===== src/hdl/hsl_pkg.sv =====
// ----------------------------------------------------------------------------
// hsl_pkg
// Shared types for the HSL to RGB colour conversion pipeline.
// ----------------------------------------------------------------------------
package hsl_pkg;

  typedef enum logic [1:0] {
    SEG_RISE,
    SEG_FLAT_Q,
    SEG_FALL,
    SEG_FLAT_P
  } hsl_seg_t;

  typedef struct packed {
    logic s1;
    logic s2;
    logic s3;
    logic s4;
  } hsl_adv_t;

endpackage


===== src/hdl/hsl_to_rgb.sv =====
// ----------------------------------------------------------------------------
// hsl_to_rgb
// HSL to RGB colour conversion, four register stages, one colour per clock unless the output stalls.
// ----------------------------------------------------------------------------
// Channel  Direction  Handshake               Payload
// in_      input      in_valid / in_stall     in_hue, in_saturation, in_lightness
// out_     output     out_valid / out_stall   out_red, out_green, out_blue
//
// out_valid rises once the accepted transaction has passed the stage one to four
// registers; one transaction is taken every cycle unless in_stall is high. Stage one
// forms l*s, stage two q, p and the hue segment, stage three the span product,
// stage four rounds and clamps.
// rst_n clears all stage valid bits. in_stall follows a stalled output only
// once every stage holds a transaction; bubbles are filled while stalled.
// ----------------------------------------------------------------------------
module hsl_to_rgb #(
  parameter int FRAC_BITS = 16
) (
  input  logic               clk,
  input  logic               rst_n,
  input  logic               in_valid,
  output logic               in_stall,
  input  logic [FRAC_BITS:0] in_hue,
  input  logic [FRAC_BITS:0] in_saturation,
  input  logic [FRAC_BITS:0] in_lightness,
  output logic               out_valid,
  input  logic               out_stall,
  output logic [FRAC_BITS:0] out_red,
  output logic [FRAC_BITS:0] out_green,
  output logic [FRAC_BITS:0] out_blue
);

  logic                        v1_r, v2_r, v3_r, v4_r;
  hsl_pkg::hsl_adv_t           adv;
  logic [FRAC_BITS:0]          hue_s1, light;
  logic [FRAC_BITS+1:0]        span;
  logic signed [FRAC_BITS+3:0] p_val, q_val;
  logic                        grey;

  always_comb begin
    adv.s4 = !v4_r || !out_stall;
    adv.s3 = !v3_r || adv.s4;
    adv.s2 = !v2_r || adv.s3;
    adv.s1 = !v1_r || adv.s2;
  end

  always_ff @(posedge clk) begin
    if (!rst_n) begin
      v1_r <= 1'b0;
      v2_r <= 1'b0;
      v3_r <= 1'b0;
      v4_r <= 1'b0;
    end else begin
      if (adv.s1) v1_r <= in_valid;
      if (adv.s2) v2_r <= v1_r;
      if (adv.s3) v3_r <= v2_r;
      if (adv.s4) v4_r <= v3_r;
    end
  end

  hsl_pq #(.FRAC_BITS(FRAC_BITS)) u_pq (
    .clk        (clk),
    .adv        (adv),
    .hue        (in_hue),
    .saturation (in_saturation),
    .lightness  (in_lightness),
    .hue_s1     (hue_s1),
    .span       (span),
    .p_val      (p_val),
    .q_val      (q_val),
    .grey       (grey),
    .light      (light)
  );

  hsl_lane #(.FRAC_BITS(FRAC_BITS), .DIR(1)) u_red (
    .clk (clk), .adv (adv), .hue (hue_s1), .span (span), .p_val (p_val),
    .q_val (q_val), .grey (grey), .light (light), .chan (out_red)
  );

  hsl_lane #(.FRAC_BITS(FRAC_BITS), .DIR(0)) u_green (
    .clk (clk), .adv (adv), .hue (hue_s1), .span (span), .p_val (p_val),
    .q_val (q_val), .grey (grey), .light (light), .chan (out_green)
  );

  hsl_lane #(.FRAC_BITS(FRAC_BITS), .DIR(-1)) u_blue (
    .clk (clk), .adv (adv), .hue (hue_s1), .span (span), .p_val (p_val),
    .q_val (q_val), .grey (grey), .light (light), .chan (out_blue)
  );

  assign in_stall  = !adv.s1;
  assign out_valid = v4_r;

endmodule


===== src/hdl/hsl_pq.sv =====
// ----------------------------------------------------------------------------
// hsl_pq
// Clamps saturation and lightness, forms l*s, then q, p and the span q-p.
// Stage one holds the product, stage two the q/p results.
// ----------------------------------------------------------------------------
module hsl_pq #(
  parameter int FRAC_BITS = 16
) (
  input  logic                   clk,
  input  hsl_pkg::hsl_adv_t      adv,
  input  logic [FRAC_BITS:0]     hue,
  input  logic [FRAC_BITS:0]     saturation,
  input  logic [FRAC_BITS:0]     lightness,
  output logic [FRAC_BITS:0]     hue_s1,
  output logic [FRAC_BITS+1:0]   span,
  output logic signed [FRAC_BITS+3:0] p_val,
  output logic signed [FRAC_BITS+3:0] q_val,
  output logic                   grey,
  output logic [FRAC_BITS:0]     light
);

  localparam int W    = FRAC_BITS + 1;
  localparam int S    = W + 3;
  localparam int ONE  = 1 << FRAC_BITS;
  localparam int HALF = ONE >> 1;

  logic [W-1:0]     hue_r, s_r, l_r, s_c, l_c;
  logic [2*W-1:0]   prod_r, prod_nxt;
  logic             grey1_r, grey_r;
  logic [2*W:0]     ls_sum;
  logic [W-1:0]     ls;
  logic signed [S-1:0] q_nxt, p_nxt, q_r, p_r, diff;
  logic [W:0]       span_r, span_nxt;
  logic [W-1:0]     light_r;

  always_comb begin
    s_c      = (saturation > W'(ONE)) ? W'(ONE) : saturation;
    l_c      = (lightness  > W'(ONE)) ? W'(ONE) : lightness;
    prod_nxt = {{W{1'b0}}, l_c} * {{W{1'b0}}, s_c};
  end

  always_ff @(posedge clk) begin
    if (adv.s1) begin
      hue_r   <= hue;
      s_r     <= s_c;
      l_r     <= l_c;
      prod_r  <= prod_nxt;
      grey1_r <= (saturation == '0);
    end
  end

  always_comb begin
    ls_sum = {1'b0, prod_r} + (2*W+1)'(HALF);
    ls     = ls_sum[FRAC_BITS +: W];
    if (l_r >= W'(HALF)) begin
      q_nxt = $signed(S'(l_r)) + $signed(S'(s_r)) - $signed(S'(ls));
    end else begin
      q_nxt = $signed(S'(l_r)) + $signed(S'(ls));
    end
    p_nxt = ($signed(S'(l_r)) <<< 1) - q_nxt;
    diff  = q_nxt - p_nxt;
    span_nxt = (q_nxt > p_nxt) ? diff[W:0] : '0;
  end

  always_ff @(posedge clk) begin
    if (adv.s2) begin
      q_r     <= q_nxt;
      p_r     <= p_nxt;
      span_r  <= span_nxt;
      grey_r  <= grey1_r;
      light_r <= l_r;
    end
  end

  assign hue_s1 = hue_r;
  assign span   = span_r;
  assign p_val  = p_r;
  assign q_val  = q_r;
  assign grey   = grey_r;
  assign light  = light_r;

endmodule


===== src/hdl/hsl_lane.sv =====
// ----------------------------------------------------------------------------
// hsl_lane
// One colour channel: hue offset and wrap, ramp segment, span product,
// rounding and clamp. Stages two to four of the pipeline.
// ----------------------------------------------------------------------------
module hsl_lane #(
  parameter int FRAC_BITS = 16,
  parameter int DIR       = 0
) (
  input  logic                        clk,
  input  hsl_pkg::hsl_adv_t           adv,
  input  logic [FRAC_BITS:0]          hue,
  input  logic [FRAC_BITS+1:0]        span,
  input  logic signed [FRAC_BITS+3:0] p_val,
  input  logic signed [FRAC_BITS+3:0] q_val,
  input  logic                        grey,
  input  logic [FRAC_BITS:0]          light,
  output logic [FRAC_BITS:0]          chan
);

  localparam int W    = FRAC_BITS + 1;
  localparam int S    = W + 3;
  localparam int TW   = W + 2;
  localparam int ONE  = 1 << FRAC_BITS;
  localparam int HALF = ONE >> 1;
  localparam int THIRD      = (2 * ONE + 3) / 6;
  localparam int SIXTH      = (ONE + 3) / 6;
  localparam int TWO_THIRDS = (4 * ONE + 3) / 6;

  localparam logic signed [TW-1:0] ONE_T   = TW'(ONE);
  localparam logic signed [TW-1:0] HALF_T  = TW'(HALF);
  localparam logic signed [TW-1:0] THIRD_T = TW'(THIRD);
  localparam logic signed [TW-1:0] SIXTH_T = TW'(SIXTH);
  localparam logic signed [TW-1:0] TT_T    = TW'(TWO_THIRDS);
  localparam logic signed [S-1:0]  ONE_S   = S'(ONE);

  logic signed [TW-1:0] h_ext, t_raw, t_a, t_w, x, mx;
  hsl_pkg::hsl_seg_t    seg_nxt, seg_r, seg3_r;
  logic [W:0]           m_r, m_nxt;

  logic [2*W+1:0]       prod_nxt, prod_r;
  logic signed [S-1:0]  p3_r, q3_r;
  logic                 grey3_r;
  logic [W-1:0]         l3_r;

  logic [2*W+2:0]       rnd_sum;
  logic signed [S-1:0]  ramp, val, clamped;
  logic [W-1:0]         chan_r, chan_nxt;

  always_comb begin
    h_ext = $signed({2'b00, hue});
    if (DIR > 0) begin
      t_raw = h_ext + THIRD_T;
    end else if (DIR < 0) begin
      t_raw = h_ext - THIRD_T;
    end else begin
      t_raw = h_ext;
    end
    t_a = (t_raw < 0) ? t_raw + ONE_T : t_raw;
    t_w = (t_a > ONE_T) ? t_a - ONE_T : t_a;
    if (t_w < SIXTH_T) begin
      seg_nxt = hsl_pkg::SEG_RISE;
      x       = t_w;
    end else if (t_w < HALF_T) begin
      seg_nxt = hsl_pkg::SEG_FLAT_Q;
      x       = '0;
    end else if (t_w < TT_T) begin
      seg_nxt = hsl_pkg::SEG_FALL;
      x       = TT_T - t_w;
    end else begin
      seg_nxt = hsl_pkg::SEG_FLAT_P;
      x       = '0;
    end
    mx    = (x <<< 2) + (x <<< 1);
    m_nxt = mx[W:0];
  end

  always_ff @(posedge clk) begin
    if (adv.s2) begin
      m_r   <= m_nxt;
      seg_r <= seg_nxt;
    end
  end

  assign prod_nxt = {{(W+1){1'b0}}, span} * {{(W+1){1'b0}}, m_r};

  always_ff @(posedge clk) begin
    if (adv.s3) begin
      prod_r  <= prod_nxt;
      seg3_r  <= seg_r;
      p3_r    <= p_val;
      q3_r    <= q_val;
      grey3_r <= grey;
      l3_r    <= light;
    end
  end

  always_comb begin
    rnd_sum = {1'b0, prod_r} + (2*W+3)'(HALF);
    ramp    = p3_r + $signed(rnd_sum[FRAC_BITS +: S]);
    case (seg3_r)
      hsl_pkg::SEG_RISE:   val = ramp;
      hsl_pkg::SEG_FALL:   val = ramp;
      hsl_pkg::SEG_FLAT_Q: val = q3_r;
      hsl_pkg::SEG_FLAT_P: val = p3_r;
      default:             val = p3_r;
    endcase
    if (val < 0) begin
      clamped = '0;
    end else if (val > ONE_S) begin
      clamped = ONE_S;
    end else begin
      clamped = val;
    end
    chan_nxt = grey3_r ? l3_r : clamped[W-1:0];
  end

  always_ff @(posedge clk) begin
    if (adv.s4) begin
      chan_r <= chan_nxt;
    end
  end

  assign chan = chan_r;

endmodule


===== config.mk =====
export PLATFORM = sky130hd
export DESIGN_NAME = hsl_to_rgb
export DESIGN_NICKNAME = d
export VERILOG_FILES = /design/src/hdl/hsl_pkg.sv /design/src/hdl/hsl_to_rgb.sv /design/src/hdl/hsl_pq.sv /design/src/hdl/hsl_lane.sv
export SDC_FILE = /design/constraint.sdc
export NUM_CORES = 2
export LEC_CHECK = 0
export ABC_AREA = 1
export BUFFER_PORTS_ARGS = -buffer_cell sky130_fd_sc_hd__clkbuf_2
export CORE_MARGIN = 2
export CORE_UTILIZATION = 40
export CTS_BUF_LIST = sky130_fd_sc_hd__clkbuf_4 sky130_fd_sc_hd__clkbuf_8 sky130_fd_sc_hd__clkbuf_16
export CTS_CLUSTER_SIZE = 16
export DETAILED_ROUTE_END_ITERATION = 16
export SLEW_MARGIN = 40
export SYNTH_ARGS = -nofsm -noshare
export SYNTH_HDL_FRONTEND = slang
export SYNTH_SLANG_ARGS = --single-unit

===== constraint.sdc =====
create_clock -name clk -period 12.61 [get_ports clk]
set_input_delay 2.522 -clock clk [delete_from_list [all_inputs] [get_ports clk]]
set_output_delay 2.522 -clock clk [all_outputs]
set_load 0.02 [all_outputs]

==> run_summary.xml <==
<?xml version="1.0" encoding="UTF-8"?>
<metrics>
  <group name="hold_path">
    <metric name="worstHoldEndpoint" unit="">u_green.q3_r[5]$_DFFE_PP_</metric>
    <metric name="min_delay_path_depth" unit="">0</metric>
    <metric name="min-delay-start" unit="">u_pq.q_val[5]$_DFFE_PP_</metric>
    <metric name="min-delay-path-class" unit="">flop to flop</metric>
  </group>
  <group name="grt">
    <metric name="grt_first_pass_wirelength" unit="um">287000</metric>
    <metric name="antenna_found_initial" unit="">2</metric>
    <metric name="grt_pass1_vias" unit="">52500</metric>
    <metric name="gr-total-overflow" unit="">0</metric>
    <metric name="pin_count_of_the_biggest_net_entering_global_routing" unit="">77</metric>
    <metric name="grtUsageTotal" unit="%">22.4</metric>
  </group>
  <group name="cts">
    <metric name="post_cts_resize_count" unit="">0</metric>
    <metric name="clkSinkCount" unit="">382</metric>
    <metric name="hold_buffers" unit="">0</metric>
    <metric name="cts.htree.levels" unit="">2</metric>
    <metric name="clk_pin_slew" unit="ps">60</metric>
    <metric name="post_cts_setup_buffer_count" unit="">0</metric>
    <metric name="cts_root_buffer" unit="">clkbuf_16</metric>
    <metric name="latest_clock_arrival_within_the_worst_skew_pair" unit="ps">660</metric>
    <metric name="ctsLongestPathBuffers" unit="">3</metric>
    <metric name="tritoncts" unit="">built</metric>
    <metric name="numCtsBuffers" unit="">47</metric>
  </group>
  <group name="sta">
    <metric name="finalHoldViolations" unit="">0</metric>
    <metric name="final.min_clock_period" unit="ps">10040</metric>
    <metric name="setup_slack" unit="ps">2570</metric>
    <metric name="grt_setup_unrepaired" unit="">no</metric>
    <metric name="layout_worst_path_cycle_share" unit="%">79.6</metric>
    <metric name="timing_max_transition_violations_final" unit="">0</metric>
    <metric name="max-slew-margin-rel" unit="%">39.2</metric>
    <metric name="fin_skew" unit="ps">40.0</metric>
    <metric name="fin_tns_setup" unit="ps">0</metric>
    <metric name="setup-violations-final" unit="">0</metric>
    <metric name="max_freq" unit="MHz">99.6</metric>
    <metric name="timing_worst_slew_pin_value" unit="ps">912</metric>
  </group>
  <group name="drt">
    <metric name="route.detailed.drc" unit="">0</metric>
    <metric name="routedWlPerCell" unit="um">18.1</metric>
    <metric name="detail_route.wirelength" unit="um">183000</metric>
    <metric name="initialDrtViolationCount" unit="">3657</metric>
    <metric name="vias" unit="">51100</metric>
    <metric name="antenna_violating_nets_post_route" unit="">0</metric>
    <metric name="detail_route.vias_per_cell" unit="">5.07</metric>
    <metric name="first_pass_detailed_route_iteration_total" unit="">6</metric>
  </group>
  <group name="synthesis">
    <metric name="post_synth_edffs" unit="">378</metric>
    <metric name="synth-seq-cells" unit="">382</metric>
    <metric name="netlist.top_cell.by_area" unit="">fa_1</metric>
    <metric name="synth-main-ff-cell" unit="">edfxtp_1</metric>
    <metric name="syn-cell-area" unit="mm^2">0.0646</metric>
    <metric name="syn_avg_cell_area" unit="um^2">8.15</metric>
    <metric name="yosysTopAreaCellShare" unit="%">28.7</metric>
    <metric name="synthDistinctLibCells" unit="">65</metric>
    <metric name="part_of_the_yosys_area_used_for_sequential_elements" unit="%">17.7</metric>
    <metric name="syn_inst" unit="">7932</metric>
    <metric name="synth.top_cells.by_area" unit="">fa_1 (29%), edfxtp_1 (18%), ha_1 (13%)</metric>
    <metric name="synthesis.yosys.warnings" unit="">0</metric>
    <metric name="synthArstFlopShare" unit="%">0</metric>
  </group>
  <group name="critical_path">
    <metric name="critical-path-slowest-cell" unit="">inv_1</metric>
    <metric name="r2r_end" unit="">u_red.prod_r[34]$_DFFE_PP_</metric>
    <metric name="crit_arrival" unit="ps">10410</metric>
    <metric name="timing.reg2reg.setup_slack" unit="ps">4730</metric>
    <metric name="crit_path_max_fanout" unit="">16</metric>
    <metric name="critical_path_required" unit="ps">12980</metric>
    <metric name="crit_path_max_incr_delay" unit="ps">560</metric>
    <metric name="setup.worst_path.class" unit="">input port to flop</metric>
    <metric name="timing.critical_path.from_type" unit="">input port</metric>
    <metric name="crit-reg2reg-launch" unit="">u_pq.span[6]$_SDFFCE_PP0P_</metric>
    <metric name="worstSetupEndpointType" unit="">flop</metric>
    <metric name="r2r.worst_path.cells" unit="">29</metric>
  </group>
  <group name="die">
    <metric name="rows" unit="">147</metric>
    <metric name="starting_density_of_the_core" unit="%">40.2</metric>
    <metric name="core_region_area" unit="mm^2">0.161</metric>
    <metric name="io_pins" unit="">108</metric>
    <metric name="die_w" unit="um">406</metric>
    <metric name="dieArea" unit="mm^2">0.165</metric>
    <metric name="die_y" unit="um">406</metric>
  </group>
  <group name="run_status">
    <metric name="outcome" unit="">complete, no violations</metric>
  </group>
  <group name="cells_and_area">
    <metric name="diodes" unit="">0</metric>
    <metric name="post_route_cells_drive_above_1_share" unit="%">4.35</metric>
    <metric name="final_nets" unit="">9522</metric>
    <metric name="final_area" unit="mm^2">0.0690</metric>
    <metric name="fin_util" unit="%">43.0</metric>
    <metric name="area_growth" unit="%">6.81</metric>
  </group>
  <group name="placed_design">
    <metric name="dp_hpwl" unit="um">146000</metric>
    <metric name="port_buffers" unit="">107</metric>
    <metric name="gp_congestion" unit="">0.929</metric>
    <metric name="preCtsSetupSlack" unit="ps">1850</metric>
    <metric name="placement.cell_area" unit="mm^2">0.0673</metric>
  </group>
  <group name="flow_run">
    <metric name="maxCapViolCount" unit="">0</metric>
  </group>
</metrics>
cell usage in the layout (no fill, tap or decap), drive strengths merged, types with 79 or more instances in the layout:
cell type and n:
a21oi 346, clkbuf 155, edfxtp 378, fa 927, ha 657, inv 1926
nand2 1912, nand3 236, nand4 101, nor2 339, o21ai 203, xnor2 79
xor2 221
Yosys cell counts (3+ instances only):
master and count:
or2_2 18, a21oi_1 343, nand2_1 1892, nand3_2 7, xnor2_1 79, o21a_1 9, dfxtp_1 4, o22ai_1 8
clkinv_1 11, a22oi_1 13, buf_1 18, o21ai_1 15, nor2_1 321, nor2_2 15, and2_1 5, o21ai_0 186
nand3b_1 7, a31oi_1 24, nand2_2 20, nand4_1 101, o211ai_1 25, a32oi_1 3, nor2_4 3, nand3_1 228
buf_4 6, inv_2 16, a31o_2 3, clkbuf_1 246, nor3_1 54, inv_1 1901, buf_2 13, ha_1 657
o31ai_1 8, nor4_1 31, nor3b_1 5, edfxtp_1 378, xor2_1 220, a211oi_1 7, a21oi_2 3, a21boi_0 5
fa_1 927, o21bai_1 14, a21o_1 16, o221ai_1 38
cell families after synthesis:
group | Yosys count | synth area share (%)
adders and majority gates | 1584 | 41.4
xor gates and xnor gates | 300 | 4.08
DFF | 382 | 17.7
AOI/OAI and AO/OA | 735 | 6.51
other | 2 | 0.0116
buffers and inverters | 2213 | 12.9
muxes | 1 | 0.0155
and+or+nand+nor | 2715 | 17.3
per-stage QoR:
stage                     instances  hold WS [ps]
after floorplan                7959           400
after global placement         9983           401
after detailed placement       9990           405
after CTS                     10100           405
after global routing          10100           413
final                         10100           406
how the worst max path moves through the flow:
stage | start | end | cells past startpoint
detailed placement | in_saturation[6] | u_pq.prod_r[31]$_DFFE_PN_ | 30
finish | in_saturation[6] | u_pq.prod_r[31]$_DFFE_PN_ | 30
floorplan | out_stall | in_stall | 6
global route | in_saturation[3] | u_pq.prod_r[31]$_DFFE_PN_ | 30
CTS | in_saturation[6] | u_pq.prod_r[31]$_DFFE_PN_ | 30
global placement | in_saturation[3] | u_pq.prod_r[31]$_DFFE_PN_ | 30
final cells by class:
cell class                 count  area [um^2]
sequential                   382        11400
fill                       16100        91600
timing repair buffer         160         1010
tap                         2160         2700
multi-input combinational   5364        45000
inverter                    1928         7250
clock inverter                40          485
clock buffer                  48         1180
metal layers:
layer	GRT usage [%]	vias to the layer above	wire (um)
met2	38.6	1479	88100
met1	29.6	25200	78900
li1	-	24100	-
met4	6.40	0	5540
met5	0	-	0
met3	2.48	279	10200
critical path, delay by kind of cell:
kind / cells / cell delay, ps
adders and majority gates: 7 / 3420
AOI/OAI and AO/OA: 7 / 1700
and+or+nand+nor: 8 / 1680
buffers and inverters: 7 / 940
xor gates and xnor gates: 1 / 90
state kept, by name, indices dropped and copies added (netlist names), 18 cells and up:
signal          cells
u_blue.prod_r      21
u_green.p3_r       19
u_green.prod_r     21
u_green.q3_r       20
u_pq.p_val         20
u_pq.prod_r        18
u_pq.q_val         19
u_red.prod_r       21
Power is not shown: default switching activity piles up to over one toggle a cycle in this logic, so the estimate is an artifact.
